## config.mk

```make
export PLATFORM = sky130hd
export DESIGN_NAME = block_mix_key_hash
export DESIGN_NICKNAME = d
export VERILOG_FILES = /design/src/hw/rtl/bmkh_pkg.sv /design/src/hw/rtl/block_mix_key_hash.sv /design/src/hw/rtl/bmkh_front.sv /design/src/hw/rtl/bmkh_fifo.sv /design/src/hw/rtl/bmkh_back.sv
export VERILOG_INCLUDE_DIRS = /design/src /design/src/hw/rtl
export SDC_FILE = /design/constraint.sdc
export NUM_CORES = 2
export LEC_CHECK = 0
export ABC_CLOCK_PERIOD_IN_PS = 13700
export BUFFER_PORTS_ARGS = -buffer_cell sky130_fd_sc_hd__buf_2
export CAP_MARGIN = 5
export CORE_MARGIN = 4
export CORE_UTILIZATION = 30
export DETAILED_ROUTE_END_ITERATION = 10
export GPL_ROUTABILITY_DRIVEN = 0
export PLACE_DENSITY = 0.45
export SYNTH_ARGS = -nofsm -noshare
export SYNTH_HDL_FRONTEND = slang
export SYNTH_SLANG_ARGS = --single-unit
export TNS_END_PERCENT = 50
```

## constraint.sdc

```tcl
create_clock -name clk -period 13.7 [get_ports clk]
set_input_delay 0.685 -clock clk [delete_from_list [all_inputs] [get_ports clk]]
set_output_delay 0.685 -clock clk [all_outputs]
set_load 0.03 [all_outputs]
```

## src/hw/rtl/block_mix_key_hash_assert.svh

```systemverilog
// ----------------------------------------------------------------------------
// block_mix_key_hash assertion macros
// Clocked assertion wrappers for the key hash block. Define ASSERT_OFF to
// compile them out.
// ----------------------------------------------------------------------------
`ifndef BLOCK_MIX_KEY_HASH_ASSERT_SVH
`define BLOCK_MIX_KEY_HASH_ASSERT_SVH

`ifndef ASSERT_OFF
// Checked at every rising edge outside reset.
`define BMKH_ASSERT(lbl, prop) \
	lbl: assert property (@(posedge clk) disable iff (!arst_n) prop) \
		else $error("block_mix_key_hash: check failed");
// Checked at every rising edge, reset included.
`define BMKH_ASSERT_ALWAYS(lbl, prop) \
	lbl: assert property (@(posedge clk) prop) \
		else $error("block_mix_key_hash: check failed");
`else
`define BMKH_ASSERT(lbl, prop)
`define BMKH_ASSERT_ALWAYS(lbl, prop)
`endif

`endif

```

## src/hw/rtl/bmkh_pkg.sv

```systemverilog
// ----------------------------------------------------------------------------
// bmkh_pkg
// Shared types, constants and the mixing step of the lookup2 key hash.
// ----------------------------------------------------------------------------
package bmkh_pkg;

	// Input actions carried in tuser.
	localparam logic [1:0] ACT_ADD     = 2'd0;
	localparam logic [1:0] ACT_ADD_FIN = 2'd1;
	localparam logic [1:0] ACT_FIN     = 2'd2;

	localparam logic [31:0] GOLDEN_RATIO = 32'h9e3779b9;
	localparam logic [31:0] INIT_RESET   = 32'd1000;

	// The front holds bytes 0..10; byte 11 completes a block on arrival.
	localparam int          HELD_BYTES = 11;
	localparam logic [3:0]  FILL_LAST  = 4'd11;

	localparam logic [3:0]  MIX_LAST = 4'd8;

	localparam int Q_DEPTH = 4;
	localparam int Q_PTR_W = $clog2(Q_DEPTH);
	localparam int Q_CNT_W = $clog2(Q_DEPTH + 1);

	localparam int         ADDR_W       = 3;
	localparam logic [0:0] REG_INIT_IDX = 1'b0;

	// One unit of work for the mixing back end.
	typedef struct packed {
		logic        new_key;
		logic        do_block;
		logic        do_finish;
		logic [31:0] seed;
		logic [31:0] add_a;
		logic [31:0] add_b;
		logic [31:0] add_c;
		logic [31:0] key_len;
	} job_t;

	typedef struct packed {
		logic               full;
		logic               empty;
		logic [Q_CNT_W-1:0] count;
	} q_status_t;

	typedef enum logic [1:0] {
		BK_IDLE = 2'd0,
		BK_MIX  = 2'd1,
		BK_TAIL = 2'd2,
		BK_EMIT = 2'd3
	} back_state_t;

	// One line of the mix: x -= y; x -= z; x ^= shifted z.
	function automatic logic [31:0] mix_line(input logic [3:0] step,
	                                         input logic [31:0] x,
	                                         input logic [31:0] y,
	                                         input logic [31:0] z);
		logic [31:0] d;
		logic [31:0] s;
		d = x - y - z;
		case (step)
			4'd0: s = z >> 13;
			4'd1: s = z << 8;
			4'd2: s = z >> 13;
			4'd3: s = z >> 12;
			4'd4: s = z << 16;
			4'd5: s = z >> 5;
			4'd6: s = z >> 3;
			4'd7: s = z << 10;
			default: s = z >> 15;
		endcase
		return d ^ s;
	endfunction

endpackage

```

## src/hw/rtl/block_mix_key_hash.sv

```systemverilog
// ----------------------------------------------------------------------------
// block_mix_key_hash
// Lookup2 hash of a byte key streamed one byte per transfer.
//
//   channel   dir  handshake                  payload
//   s_axis    in   s_axis_tvalid/tready       tuser: action, tdata: data_byte
//   m_axis    out  m_axis_tvalid/tready       tdata: hash_value
//   apb       in   psel/penable/pwrite/pready pwdata/prdata: init_value @ 0x0
//
// Key bytes are taken one per cycle. A full 12-byte block costs the mixer a
// load and nine mix lines; a finish costs a load, the length add and nine
// mix lines before the hash is handed off, and a byte that completes a block
// puts nine more mix lines in front of that.
// A four-job queue lets the front keep taking bytes while the mixer works;
// s_axis_tready drops only while that queue is full.
// Reset clears all control state and sets init_value to 1000.
// ----------------------------------------------------------------------------
module block_mix_key_hash (
	input  logic                        clk,
	input  logic                        arst_n,
	// tdata: data_byte[7:0]
	input  logic [7:0]                  s_axis_tdata,
	// tuser: action[1:0]
	input  logic [1:0]                  s_axis_tuser,
	input  logic                        s_axis_tvalid,
	output logic                        s_axis_tready,
	// tdata: hash_value[31:0]
	output logic [31:0]                 m_axis_tdata,
	output logic                        m_axis_tvalid,
	input  logic                        m_axis_tready,
	input  logic                        psel,
	input  logic                        penable,
	input  logic                        pwrite,
	input  logic [bmkh_pkg::ADDR_W-1:0] paddr,
	input  logic [31:0]                 pwdata,
	output logic [31:0]                 prdata,
	output logic                        pready
);
	import bmkh_pkg::*;

`include "block_mix_key_hash_assert.svh"

	logic        [31:0] init_q;
	logic               cfg_write;
	job_t               front_job;
	job_t               q_job;
	logic               push;
	logic               pop;
	q_status_t          q_status;
	logic               res_valid;
	logic        [31:0] res_hash;
	logic               res_ready;
	logic               out_valid_q;
	logic        [31:0] out_hash_q;
	logic [Q_CNT_W-1:0] count_inc;

	assign pready    = 1'b1;
	assign cfg_write = psel && penable && pwrite && pready
	                   && (paddr[ADDR_W-1:2] == REG_INIT_IDX);
	assign prdata    = (paddr[ADDR_W-1:2] == REG_INIT_IDX) ? init_q : 32'h0;

	always_ff @(posedge clk or negedge arst_n) begin
		if (!arst_n) begin
			init_q <= INIT_RESET;
		end else if (cfg_write) begin
			init_q <= pwdata;
		end
	end

	bmkh_front u_front (
		.clk        (clk),
		.arst_n     (arst_n),
		.in_valid   (s_axis_tvalid),
		.in_ready   (s_axis_tready),
		.action     (s_axis_tuser),
		.data_byte  (s_axis_tdata),
		.init_value (init_q),
		.job        (front_job),
		.job_push   (push),
		.q_status   (q_status)
	);

	bmkh_fifo u_fifo (
		.clk    (clk),
		.arst_n (arst_n),
		.push   (push),
		.din    (front_job),
		.pop    (pop),
		.dout   (q_job),
		.status (q_status)
	);

	bmkh_back u_back (
		.clk       (clk),
		.arst_n    (arst_n),
		.q_job     (q_job),
		.q_status  (q_status),
		.q_pop     (pop),
		.res_valid (res_valid),
		.res_hash  (res_hash),
		.res_ready (res_ready)
	);

	// Output register: the mixer hands off a hash whenever the slot is free
	// or being emptied in the same cycle.
	assign res_ready = !out_valid_q || m_axis_tready;

	always_ff @(posedge clk or negedge arst_n) begin
		if (!arst_n) begin
			out_valid_q <= 1'b0;
		end else if (res_ready) begin
			out_valid_q <= res_valid;
		end
	end

	always_ff @(posedge clk) begin
		if (res_valid && res_ready) begin
			out_hash_q <= res_hash;
		end
	end

	assign m_axis_tvalid = out_valid_q;
	assign m_axis_tdata  = out_hash_q;

	assign count_inc = q_status.count + 1'b1;

	`BMKH_ASSERT(a_queue_bound, q_status.count <= Q_CNT_W'(Q_DEPTH))
	`BMKH_ASSERT(a_queue_track, push && !pop && !q_status.full |=> q_status.count == $past(count_inc))
	`BMKH_ASSERT(a_out_from_back, $rose(m_axis_tvalid) |-> $past(res_valid))
	`BMKH_ASSERT_ALWAYS(a_reset_quiet, !arst_n |=> !m_axis_tvalid && q_status.empty)

endmodule

```

## src/hw/rtl/bmkh_front.sv

```systemverilog
// ----------------------------------------------------------------------------
// bmkh_front
// Collects key bytes, tracks block fill and key length, and hands block and
// finish jobs to the queue.
// ----------------------------------------------------------------------------
module bmkh_front (
	input  logic                clk,
	input  logic                arst_n,
	input  logic                in_valid,
	output logic                in_ready,
	input  logic [1:0]          action,
	input  logic [7:0]          data_byte,
	input  logic [31:0]         init_value,
	output bmkh_pkg::job_t      job,
	output logic                job_push,
	input  bmkh_pkg::q_status_t q_status
);
	import bmkh_pkg::*;

	logic [7:0]  bytes_q [HELD_BYTES];
	logic [3:0]  fill_q;
	logic [31:0] len_q;
	logic        open_q;
	logic        newkey_q;
	logic [31:0] seed_q;

	logic        accept;
	logic        is_add;
	logic        is_fin;
	logic        blk_done;
	logic [3:0]  cnt;
	logic [7:0]  m [HELD_BYTES];
	logic [31:0] len_next;

	assign in_ready = !q_status.full;
	assign accept   = in_valid && in_ready;

	always_comb begin
		is_add = 1'b0;
		is_fin = 1'b0;
		case (action)
			ACT_ADD: begin
				is_add = 1'b1;
			end
			ACT_ADD_FIN: begin
				is_add = 1'b1;
				is_fin = 1'b1;
			end
			ACT_FIN: begin
				is_fin = 1'b1;
			end
			default: begin
				is_add = 1'b0;
				is_fin = 1'b0;
			end
		endcase
	end

	assign blk_done = is_add && (fill_q == FILL_LAST);
	assign cnt      = fill_q + 4'(is_add);
	assign len_next = len_q + 32'(is_add);

	// Bytes as they stand after this transfer, masked to the valid tail.
	always_comb begin
		for (int i = 0; i < HELD_BYTES; i++) begin
			logic [7:0] eff;
			eff  = (is_add && fill_q == 4'(i)) ? data_byte : bytes_q[i];
			m[i] = (blk_done || 4'(i) < cnt) ? eff : 8'h00;
		end
	end

	always_comb begin
		job.new_key   = newkey_q;
		job.do_block  = blk_done;
		job.do_finish = is_fin;
		job.seed      = open_q ? seed_q : init_value;
		job.add_a     = {m[3], m[2], m[1], m[0]};
		job.add_b     = {m[7], m[6], m[5], m[4]};
		// In the tail the lowest byte of word c is left for the length.
		job.add_c     = blk_done ? {data_byte, m[10], m[9], m[8]}
		                         : {m[10], m[9], m[8], 8'h00};
		job.key_len   = len_next;
	end

	assign job_push = accept && (blk_done || is_fin);

	always_ff @(posedge clk or negedge arst_n) begin
		if (!arst_n) begin
			fill_q   <= '0;
			len_q    <= '0;
			open_q   <= 1'b0;
			newkey_q <= 1'b1;
		end else if (accept) begin
			if (is_fin) begin
				fill_q   <= '0;
				len_q    <= '0;
				open_q   <= 1'b0;
				newkey_q <= 1'b1;
			end else begin
				if (is_add) begin
					fill_q <= blk_done ? 4'd0 : cnt;
					len_q  <= len_next;
					open_q <= 1'b1;
				end
				if (job_push) begin
					newkey_q <= 1'b0;
				end
			end
		end
	end

	// The seed is taken when the first byte opens a key.
	always_ff @(posedge clk) begin
		if (accept && is_add) begin
			if (!open_q) begin
				seed_q <= init_value;
			end
			for (int i = 0; i < HELD_BYTES; i++) begin
				if (fill_q == 4'(i)) begin
					bytes_q[i] <= data_byte;
				end
			end
		end
	end

endmodule

```

## src/hw/rtl/bmkh_fifo.sv

```systemverilog
// ----------------------------------------------------------------------------
// bmkh_fifo
// Short job queue between the byte front end and the mixing back end.
// ----------------------------------------------------------------------------
module bmkh_fifo (
	input  logic                clk,
	input  logic                arst_n,
	input  logic                push,
	input  bmkh_pkg::job_t      din,
	input  logic                pop,
	output bmkh_pkg::job_t      dout,
	output bmkh_pkg::q_status_t status
);
	import bmkh_pkg::*;

	job_t               mem_q [Q_DEPTH];
	logic [Q_PTR_W-1:0] wr_ptr_q;
	logic [Q_PTR_W-1:0] rd_ptr_q;
	logic [Q_CNT_W-1:0] count_q;
	logic               do_push;
	logic               do_pop;

	assign status.full  = (count_q == Q_CNT_W'(Q_DEPTH));
	assign status.empty = (count_q == '0);
	assign status.count = count_q;

	assign do_push = push && !status.full;
	assign do_pop  = pop && !status.empty;
	assign dout    = mem_q[rd_ptr_q];

	always_ff @(posedge clk or negedge arst_n) begin
		if (!arst_n) begin
			wr_ptr_q <= '0;
			rd_ptr_q <= '0;
			count_q  <= '0;
		end else begin
			if (do_push) begin
				wr_ptr_q <= wr_ptr_q + 1'b1;
			end
			if (do_pop) begin
				rd_ptr_q <= rd_ptr_q + 1'b1;
			end
			count_q <= count_q + Q_CNT_W'(do_push) - Q_CNT_W'(do_pop);
		end
	end

	always_ff @(posedge clk) begin
		if (do_push) begin
			mem_q[wr_ptr_q] <= din;
		end
	end

endmodule

```

## src/hw/rtl/bmkh_back.sv

```systemverilog
// ----------------------------------------------------------------------------
// bmkh_back
// Holds the three hash words and runs the mix one line per cycle on a
// rotating register triple; adds the key length and presents the hash.
// ----------------------------------------------------------------------------
module bmkh_back (
	input  logic                clk,
	input  logic                arst_n,
	input  bmkh_pkg::job_t      q_job,
	input  bmkh_pkg::q_status_t q_status,
	output logic                q_pop,
	output logic                res_valid,
	output logic [31:0]         res_hash,
	input  logic                res_ready
);
	import bmkh_pkg::*;

	back_state_t state_q;
	back_state_t state_next;
	logic [3:0]  step_q;
	logic        final_q;
	logic        fin_pend_q;
	logic [31:0] r0_q;
	logic [31:0] r1_q;
	logic [31:0] r2_q;
	logic [31:0] len_q;
	logic [31:0] base_a;
	logic [31:0] base_b;
	logic [31:0] base_c;

	always_comb begin
		state_next = state_q;
		case (state_q)
			BK_IDLE: begin
				if (!q_status.empty) begin
					state_next = q_job.do_block ? BK_MIX : BK_TAIL;
				end
			end
			BK_MIX: begin
				if (step_q == MIX_LAST) begin
					if (final_q) begin
						state_next = BK_EMIT;
					end else if (fin_pend_q) begin
						state_next = BK_TAIL;
					end else begin
						state_next = BK_IDLE;
					end
				end
			end
			BK_TAIL: begin
				state_next = BK_MIX;
			end
			BK_EMIT: begin
				if (res_ready) begin
					state_next = BK_IDLE;
				end
			end
			default: begin
				state_next = BK_IDLE;
			end
		endcase
	end

	always_comb begin
		q_pop     = (state_q == BK_IDLE) && !q_status.empty;
		res_valid = (state_q == BK_EMIT);
		res_hash  = r2_q;
	end

	assign base_a = q_job.new_key ? GOLDEN_RATIO : r0_q;
	assign base_b = q_job.new_key ? GOLDEN_RATIO : r1_q;
	assign base_c = q_job.new_key ? q_job.seed : r2_q;

	always_ff @(posedge clk or negedge arst_n) begin
		if (!arst_n) begin
			state_q    <= BK_IDLE;
			step_q     <= '0;
			final_q    <= 1'b0;
			fin_pend_q <= 1'b0;
		end else begin
			state_q <= state_next;
			case (state_q)
				BK_IDLE: begin
					if (q_pop) begin
						fin_pend_q <= q_job.do_finish;
						final_q    <= 1'b0;
						step_q     <= '0;
					end
				end
				BK_MIX: begin
					step_q <= (step_q == MIX_LAST) ? 4'd0 : step_q + 4'd1;
				end
				BK_TAIL: begin
					final_q    <= 1'b1;
					fin_pend_q <= 1'b0;
					step_q     <= '0;
				end
				default: begin
					step_q <= step_q;
				end
			endcase
		end
	end

	// After nine rotations the triple is back in a, b, c order.
	always_ff @(posedge clk) begin
		case (state_q)
			BK_IDLE: begin
				if (q_pop) begin
					r0_q  <= base_a + q_job.add_a;
					r1_q  <= base_b + q_job.add_b;
					r2_q  <= base_c + q_job.add_c;
					len_q <= q_job.key_len;
				end
			end
			BK_MIX: begin
				r0_q <= r1_q;
				r1_q <= r2_q;
				r2_q <= mix_line(step_q, r0_q, r1_q, r2_q);
			end
			BK_TAIL: begin
				r2_q <= r2_q + len_q;
			end
			default: begin
				r2_q <= r2_q;
			end
		endcase
	end

endmodule

```

# --- Word level (Yosys, flattened, before mapping) ---
# Memory sizes are Yosys's and may differ from the RTL's.
# Index checks and enable logic that the tools add are counted.
word_totals:
  ramBits: 740
  latchBits: 0
  output_inout_bits: 67
  memories: 2
  elab_cells: 270
  rom_bits: 0
  reg_bits: 278
classes:
  n_eq_ne: 29
  order_cmp: 11
  bitwise_logic: 2
  shift: 0
  n_div: 0
  mux: 126
  reduce_logical: 68
  n_addsub: 13
  n_mul: 0
memory_table:
  columns: ["memory", "depth", "width", "rd", "rd_clocked_by_memory_dff", "wr", "line", "source"]
  rows:
  - ["u_fifo.mem_q", 4, 163, 1, 0, 1, "bmkh_fifo.sv:16", "job_t mem_q [Q_DEPTH];"]
  - ["u_front.bytes_q", 11, 8, 11, 0, 1, "bmkh_front.sv:20", "logic [7:0] bytes_q [HELD_BYTES];"]
op_table:
  columns: ["op", "n"]
  rows:
  - ["32-bit two-way mux", 12]
  - ["8-bit two-way mux", 32]
  - ["32-bit one-hot mux with 7 select lines", 1]
  - ["32-bit adder", 4]
  - ["32-bit one-hot mux with 2 select lines", 2]
  - ["32-bit one-hot mux with 3 select lines", 1]
  - ["8-bit OR reduction", 10]
  - ["32-bit subtractor", 2]
  - ["4-bit two-way mux", 15]
  - ["1-bit two-way mux", 53]
  - ["32-bit by 1-bit adder with 32-bit output", 1]
  - ["4-bit by 3-bit equality test with 1-bit output, second input constant", 8]
  - ["32-bit XOR", 1]
  - ["1-bit logical AND", 22]
  - ["4-bit equality test, second input constant", 5]
  - ["4-bit by 2-bit equality test with 1-bit output, second input constant", 4]
  - ["3-bit by 4-bit < comparator with 1-bit output, first input constant", 4]
  - ["1-bit logical OR", 13]
  - ["4-bit < comparator, first input constant", 3]
  - ["2-bit two-way mux", 6]
  - ["4-bit one-hot mux with 3 select lines", 1]
  - ["2-bit AND reduction", 6]
  - ["4-bit by 1-bit equality test with 1-bit output, second input constant", 2]
  - ["4-bit logical NOT", 2]
  - ["22 further kinds", 39]

# --- Depth between registers and ports, before layout ---
depth:
  depth_word: 17
  mapped_depth: 19
  ltp_nobuf: 16

# --- Modules after synthesis ---
# From an unflattened synthesis, not the netlist that was laid out.
hier_totals:
  hier_cells: 3589
  hier_area_um2: 50749.9
by_module_without_submodules:
  columns: ["module", "area_each_um2", "instances", "cells_each", "seq_area_each_um2"]
  rows:
  - ["bmkh_fifo", 24106.9, 1, 893, 19753.9]
  - ["bmkh_back", 15777.6, 1, 1831, 4043.9]
  - ["bmkh_front", 8299.2, 1, 724, 4555.6]
  - ["block_mix_key_hash", 2566.2, 1, 141, 1794.2]

# --- Worst setup path before layout ---
# No wires, ideal clock.
synth_timing:
  path_type: "in2reg"
  start: "input port s_axis_tuser[1]"
  end: "memory u_fifo.mem_q[0][0] (netlist name) (enable)"
  arrival_time_ps: 5479
  cell_stages: 9
  setup_time_ps: 543
  slack_ps: 7679
  required_ps: 13157
  cell_sequence: "inv_1 -> ha_1 -> nor2_1 -> inv_1 -> nand3b_1 -> nor2_1 -> nor2_1 -> nor2_1 -> and2_1"
synth_between:
  elab_chain_cells: 9
synth_lines:
  columns: ["element", "line", "source"]
  rows:
  - ["start, declared", "block_mix_key_hash.sv:24", "input logic [1:0] s_axis_tuser,"]
  - ["2-bit by 1-bit equality test with 1-bit output or 2-bit logical NOT (tied branches)", "bmkh_front.sv:41", "case (action)"]
  - ["2-bit OR reduction (no line)", null, null]
  - ["1-bit two-way mux", "bmkh_front.sv:41", null]
  - ["1-bit logical AND", "bmkh_front.sv:59", "assign blk_done = is_add && (fill_q == FILL_LAST);"]
  - ["1-bit logical OR (*)", "bmkh_front.sv:85", "assign job_push = accept && (blk_done || is_fin);"]
  - ["1-bit logical AND (*)", "bmkh_front.sv:85", null]
  - ["1-bit logical AND (*)", "bmkh_fifo.sv:27", "assign do_push = push && !status.full;"]
  - ["via u_fifo.do_push", "bmkh_fifo.sv:20", "logic do_push;"]
  - ["1-bit two-way mux (*)", "bmkh_fifo.sv:48", "if (do_push) begin"]
  - ["1-bit two-way mux (implied by the code) (*)", "bmkh_fifo.sv:49", "mem_q[wr_ptr_q] <= din;"]
  - ["end, declared", "bmkh_fifo.sv:16", null]
# Mark *: on every way through the listed nets, which the timed path passes. The rest lies on a longest branch.

# --- Worst setup path in the final report ---
layout_timing:
  start: "register u_fifo.rd_ptr_q[0]"
  end: "register u_back.r2_q[29] (netlist: u_back.res_hash[29]), data pin"
layout_between:
  elab_chain_cells: 5
layout_lines:
  columns: ["element", "line", "source"]
  rows:
  - ["start, declared", "bmkh_fifo.sv:18", "logic [Q_PTR_W-1:0] rd_ptr_q;"]
  - ["start signal, assigned", "bmkh_fifo.sv:41", "rd_ptr_q <= rd_ptr_q + 1'b1;"]
  - ["memory read 4 x 163 bit (*)", null, null]
  - ["32-bit two-way mux", "bmkh_back.sv:72", "assign base_c = q_job.new_key ? q_job.seed : r2_q;"]
  - ["32-bit adder (*)", "bmkh_back.sv:112", "r2_q <= base_c + q_job.add_c;"]
  - ["32-bit two-way mux (*)", "bmkh_back.sv:109", "if (q_pop) begin"]
  - ["32-bit one-hot mux with 3 select lines (*)", "bmkh_back.sv:107", "case (state_q)"]
  - ["end signal, assigned", "bmkh_back.sv:112", null]
  - ["end signal, assigned", "bmkh_back.sv:119", "r2_q <= mix_line(step_q, r0_q, r1_q, r2_q);"]
  - ["end signal, assigned", "bmkh_back.sv:122", "r2_q <= r2_q + len_q;"]
  - ["end, declared", "bmkh_back.sv:25", "logic [31:0] r2_q;"]
# Every way passes the cells marked *; elsewhere a longest branch is shown, timed or not. The select of a mux whose other input is x is not followed.
# A chain may end at the register's enable or synchronous reset.

==> impl_results.md <==
* Launch instance of the worst min-delay path: pwdata[25]
* Final period utilization at 45.65%
* R2R depth at 15
* Cell count after synthesis at between 3000 and 4000
* Count of different cell masters after synthesis at 80
* Final core utilization at 34.54%
* Setup repair after global routing missed its margin: no
* Worst endpoint required time at 14.20 ns
* IO Port Bufs at 115
* Die height at 415.4 um
* Number of antenna violations at the first check in global routing at 11
* Largest driver fanout on the critical path at 65
* DRC violation total after the first TritonRoute iteration at around 2700
* # Max-Cap Violations at 0
* Proportion of synthesized flip-flops having asynchronous set or reset at 8.448%
* Minimum setup slack after placement at 7.475 ns
* Clock-pin transition on the worst setup and hold timing paths at 0.07 ns
* DR WL/cell at between 20 and 25 um
* CTS sink cnt at slightly above 1000
* Classification of the worst setup path: flop to flop
* Relative max-transition margin at 15.61%
* Leading cell types in the layout, fill and taps excluded: sky130_fd_sc_hd__edfxtp_1, sky130_fd_sc_hd__nand2_1, sky130_fd_sc_hd__nor2_1, sky130_fd_sc_hd__o21ai_0, sky130_fd_sc_hd__ha_1
* Setup crit end kind: flop
* DR vias at 30390
* Core region area at 165000 um2
* R2r endpoint: u_back.res_hash[29]
* Width of the chip at 415.4 um
* All-layer global routing usage at 16.65%
* Endpoint of the worst hold path: init_q[25]
* Ports at between 100 and 150
* Flop2flop setup slack at 7.45 ns
* Worst clock skew at 0.07826 ns
* Row Count at 149
* P&R area growth vs syn at 14.44%
* Filler instances at 16020
* Cell area after technology mapping at 49800 um2
* Full die area at between 150000 and 200000 um2
* TritonCTS clock tree: yes
* Ys flop type: sky130_fd_sc_hd__edfxtp_1
* Library cell with the largest summed area after synthesis: sky130_fd_sc_hd__edfxtp_1
* Count of TritonRoute iterations in the first routing pass at 10
* Outcome: finished, final reports clean
* Placed wire-length estimate after detailed placement at 99590 um
* Number of non-filler instances in the completed layout at roughly 6000
* Final setup violation count at 0
* Data arrival at the endpoint of the critical path at between 6 and 7 ns
* Sum of negative setup slack at 0 ns
* EDFF count, synth at 932
* Max-slew violation count at 0
* Dominant cells by area after synthesis: sky130_fd_sc_hd__edfxtp_1, sky130_fd_sc_hd__mux4_2, sky130_fd_sc_hd__ha_1
* Number of cells traversed by the worst hold path at 2
* Startpoint type of the worst setup path: flop
* Total clock buffers created by CTS at 112
* Remaining routing DRC violations at 0
* Minimum period implied by the final worst setup slack at 6.254 ns
* Root Buffer: sky130_fd_sc_hd__clkbuf_16
* Cells after DPL at ~5800
* Sum of overflow across all layers after global routing at 0
* Slew at the pin closest to its max-slew limit at between 1 and 1.5 ns
* Wire length reported by the detailed router at 145900 um
* Worst-Skew Late Latency at 0.77 ns
* Synth warn at 0
* Clock buffer depth at 3
* Count of nets after finishing at 3985
* First-pass GRT wire length at 213900 um
* Setup slack of the critical path after layout at 7.446 ns
* Sequential-to-total area share from yosys stat at about three fifths
* Type of the worst min-delay path: input pin to flop
* Peak Freq at between 150 and 200 MHz
* Fin. Hold Viols at 0
* Average vias per placed instance at slightly above 5
* Layout cells sized above 1 at 17.53%
* Initial cell density of the core at 30.18%
* Most frequent standard cell in the layout excluding fill and tap cells: sky130_fd_sc_hd__edfxtp_1
* Count of antenna diodes in the layout at 0
* Syn Nets at 3830
* Number of levels the H-tree was split into at 3
* Origin of the critical flop-to-flop path: u_fifo.rd_ptr_q[0]
* Synthesized flop and latch total at approximately 1000
* Via count of the first global-routing pass at roughly 30000
* Pin count of the biggest net entering global routing at 95
* Detail Route Antenna Nets at 0
* Area fraction of the dominant cell type after synthesis at 56.20%
* Mapped Avg Cell Area at 13.98 um2
logic make-up after synthesis:
| family | count (synthesis) | synth area share, % |
|---|---|---|
| AND/OR/NAND/NOR | 788 | 7.508 |
| XOR/XNOR | 201 | 3.535 |
| buffers and inverters | 284 | 2.153 |
| adder cells (fa/ha/maj) | 215 | 5.945 |
| flip-flops | 1018 | 60.54 |
| AO/OA/AOI/OAI | 740 | 9.684 |
| other | 1 | 0.007531 |
| multiplexers | 316 | 10.62 |
worst max path at each step:
stage                        from                  end  slack [ns]  depth (start not counted)
2_1_floorplan     s_axis_tuser[1]   u_fifo.mem_q[0][0]        7.68                          9
3_3_place_gp   u_fifo.rd_ptr_q[0]  u_back.res_hash[29]        7.46                         15
3_5_place_dp   u_fifo.rd_ptr_q[0]  u_back.res_hash[29]        7.48                         15
4_1_cts        u_fifo.rd_ptr_q[0]  u_back.res_hash[29]        7.44                         15
5_1_grt        u_fifo.rd_ptr_q[0]  u_back.res_hash[29]        7.05                         15
6_report       u_fifo.rd_ptr_q[0]  u_back.res_hash[29]        7.45                         15
critical path, cell delays in order (launching register included):
cell,delay [ns]
sky130_fd_sc_hd__dfrtp_4,0.87
sky130_fd_sc_hd__mux4_4,0.94
sky130_fd_sc_hd__buf_4,0.67
sky130_fd_sc_hd__mux2i_1,0.42
sky130_fd_sc_hd__inv_1,0.08
sky130_fd_sc_hd__ha_1,0.31
sky130_fd_sc_hd__a211oi_1,0.34
sky130_fd_sc_hd__o2111ai_1,0.23
sky130_fd_sc_hd__a31oi_1,0.32
sky130_fd_sc_hd__a21oi_1,0.19
sky130_fd_sc_hd__o21ai_1,0.56
sky130_fd_sc_hd__o311ai_0,0.25
sky130_fd_sc_hd__o211ai_1,0.15
sky130_fd_sc_hd__xor2_1,0.28
sky130_fd_sc_hd__o22ai_1,0.12
sky130_fd_sc_hd__o21bai_1,0.17
timing repair:
action,4_1_cts,5_1_grt
endpoints found under the hold margin,28,0
endpoints found under the setup margin,0,0
gates resized for setup,0,0
buffers inserted,0,0
hold buffers,1,0
state kept, by name, summed over array words and instances (netlist names), 4 cells and up:
register and flops:
u_back.res_hash 32, u_front.seed_q 32, u_fifo.mem_q 652, u_back.r0_q 32, u_back.len_q 32, u_front.fill_q 4
m_axis_tdata 32, u_back.r1_q 32, u_front.bytes_q 88, u_front.len_q 32, init_q 32, u_back.step_q 4
cell usage after synthesis, drive strengths merged (9+ instances only):
library cell	count
nor2	228
o21a	20
mux2	70
a31oi	22
nor3	31
o21ai	226
dfrtp	79
buf	29
and3	23
xnor2	124
nand3	45
clkbuf	130
o21bai	17
a21oi	137
a221oi	17
nand2	234
nand2b	30
nor3b	9
a21o	72
ha	179
mux4	163
nand4	28
or2	42
nor2b	60
a22oi	56
o31ai	20
a22o	26
fa	36
a222oi	19
o211ai	14
xor2	77
edfxtp	932
and2	31
a211oi	26
o221ai	9
mux2i	83
inv	123
per-layer routing:
metal / track usage, % / routed length (um) / share of wire [%] / up-vias
met5: 0 / 29 / 0.020 / -
met1: 23.57 / 67140 / 46 / 15500
met2: 27.05 / 68860 / 47 / 756
li1: - / - / - / 13970
met4: 3.799 / 2824 / 1.9 / 6
met3: 2.493 / 7001 / 4.8 / 157
stage by stage:
stage                     hold slack [ns]  cell area, um2
after global routing               0.1110           56990
after global placement             0.4712           53250
after floorplan                    0.3894           49800
final                              0.1504           56990
after detailed placement           0.4829           53250
after CTS                         0.06958           56980
cell type report:
| type | instances | area, um2 | area share, % |
|---|---|---|---|
| flip-flops and latches | 1018 | 30160 | 52.92 |
| multi-input cells | 2261 | 18650 | 32.72 |
| clock buffers | 134 | 2885 | 5.063 |
| well taps | 2189 | 2739 | 4.806 |
| repair buffers | 200 | 1256 | 2.204 |
| clock inverters | 78 | 834.6 | 1.464 |
| inverters | 125 | 469.2 | 0.8234 |
Power is left out: the tool's default activity adds up to more than one toggle a clock period on the data nets, which glitch-free logic cannot reach.
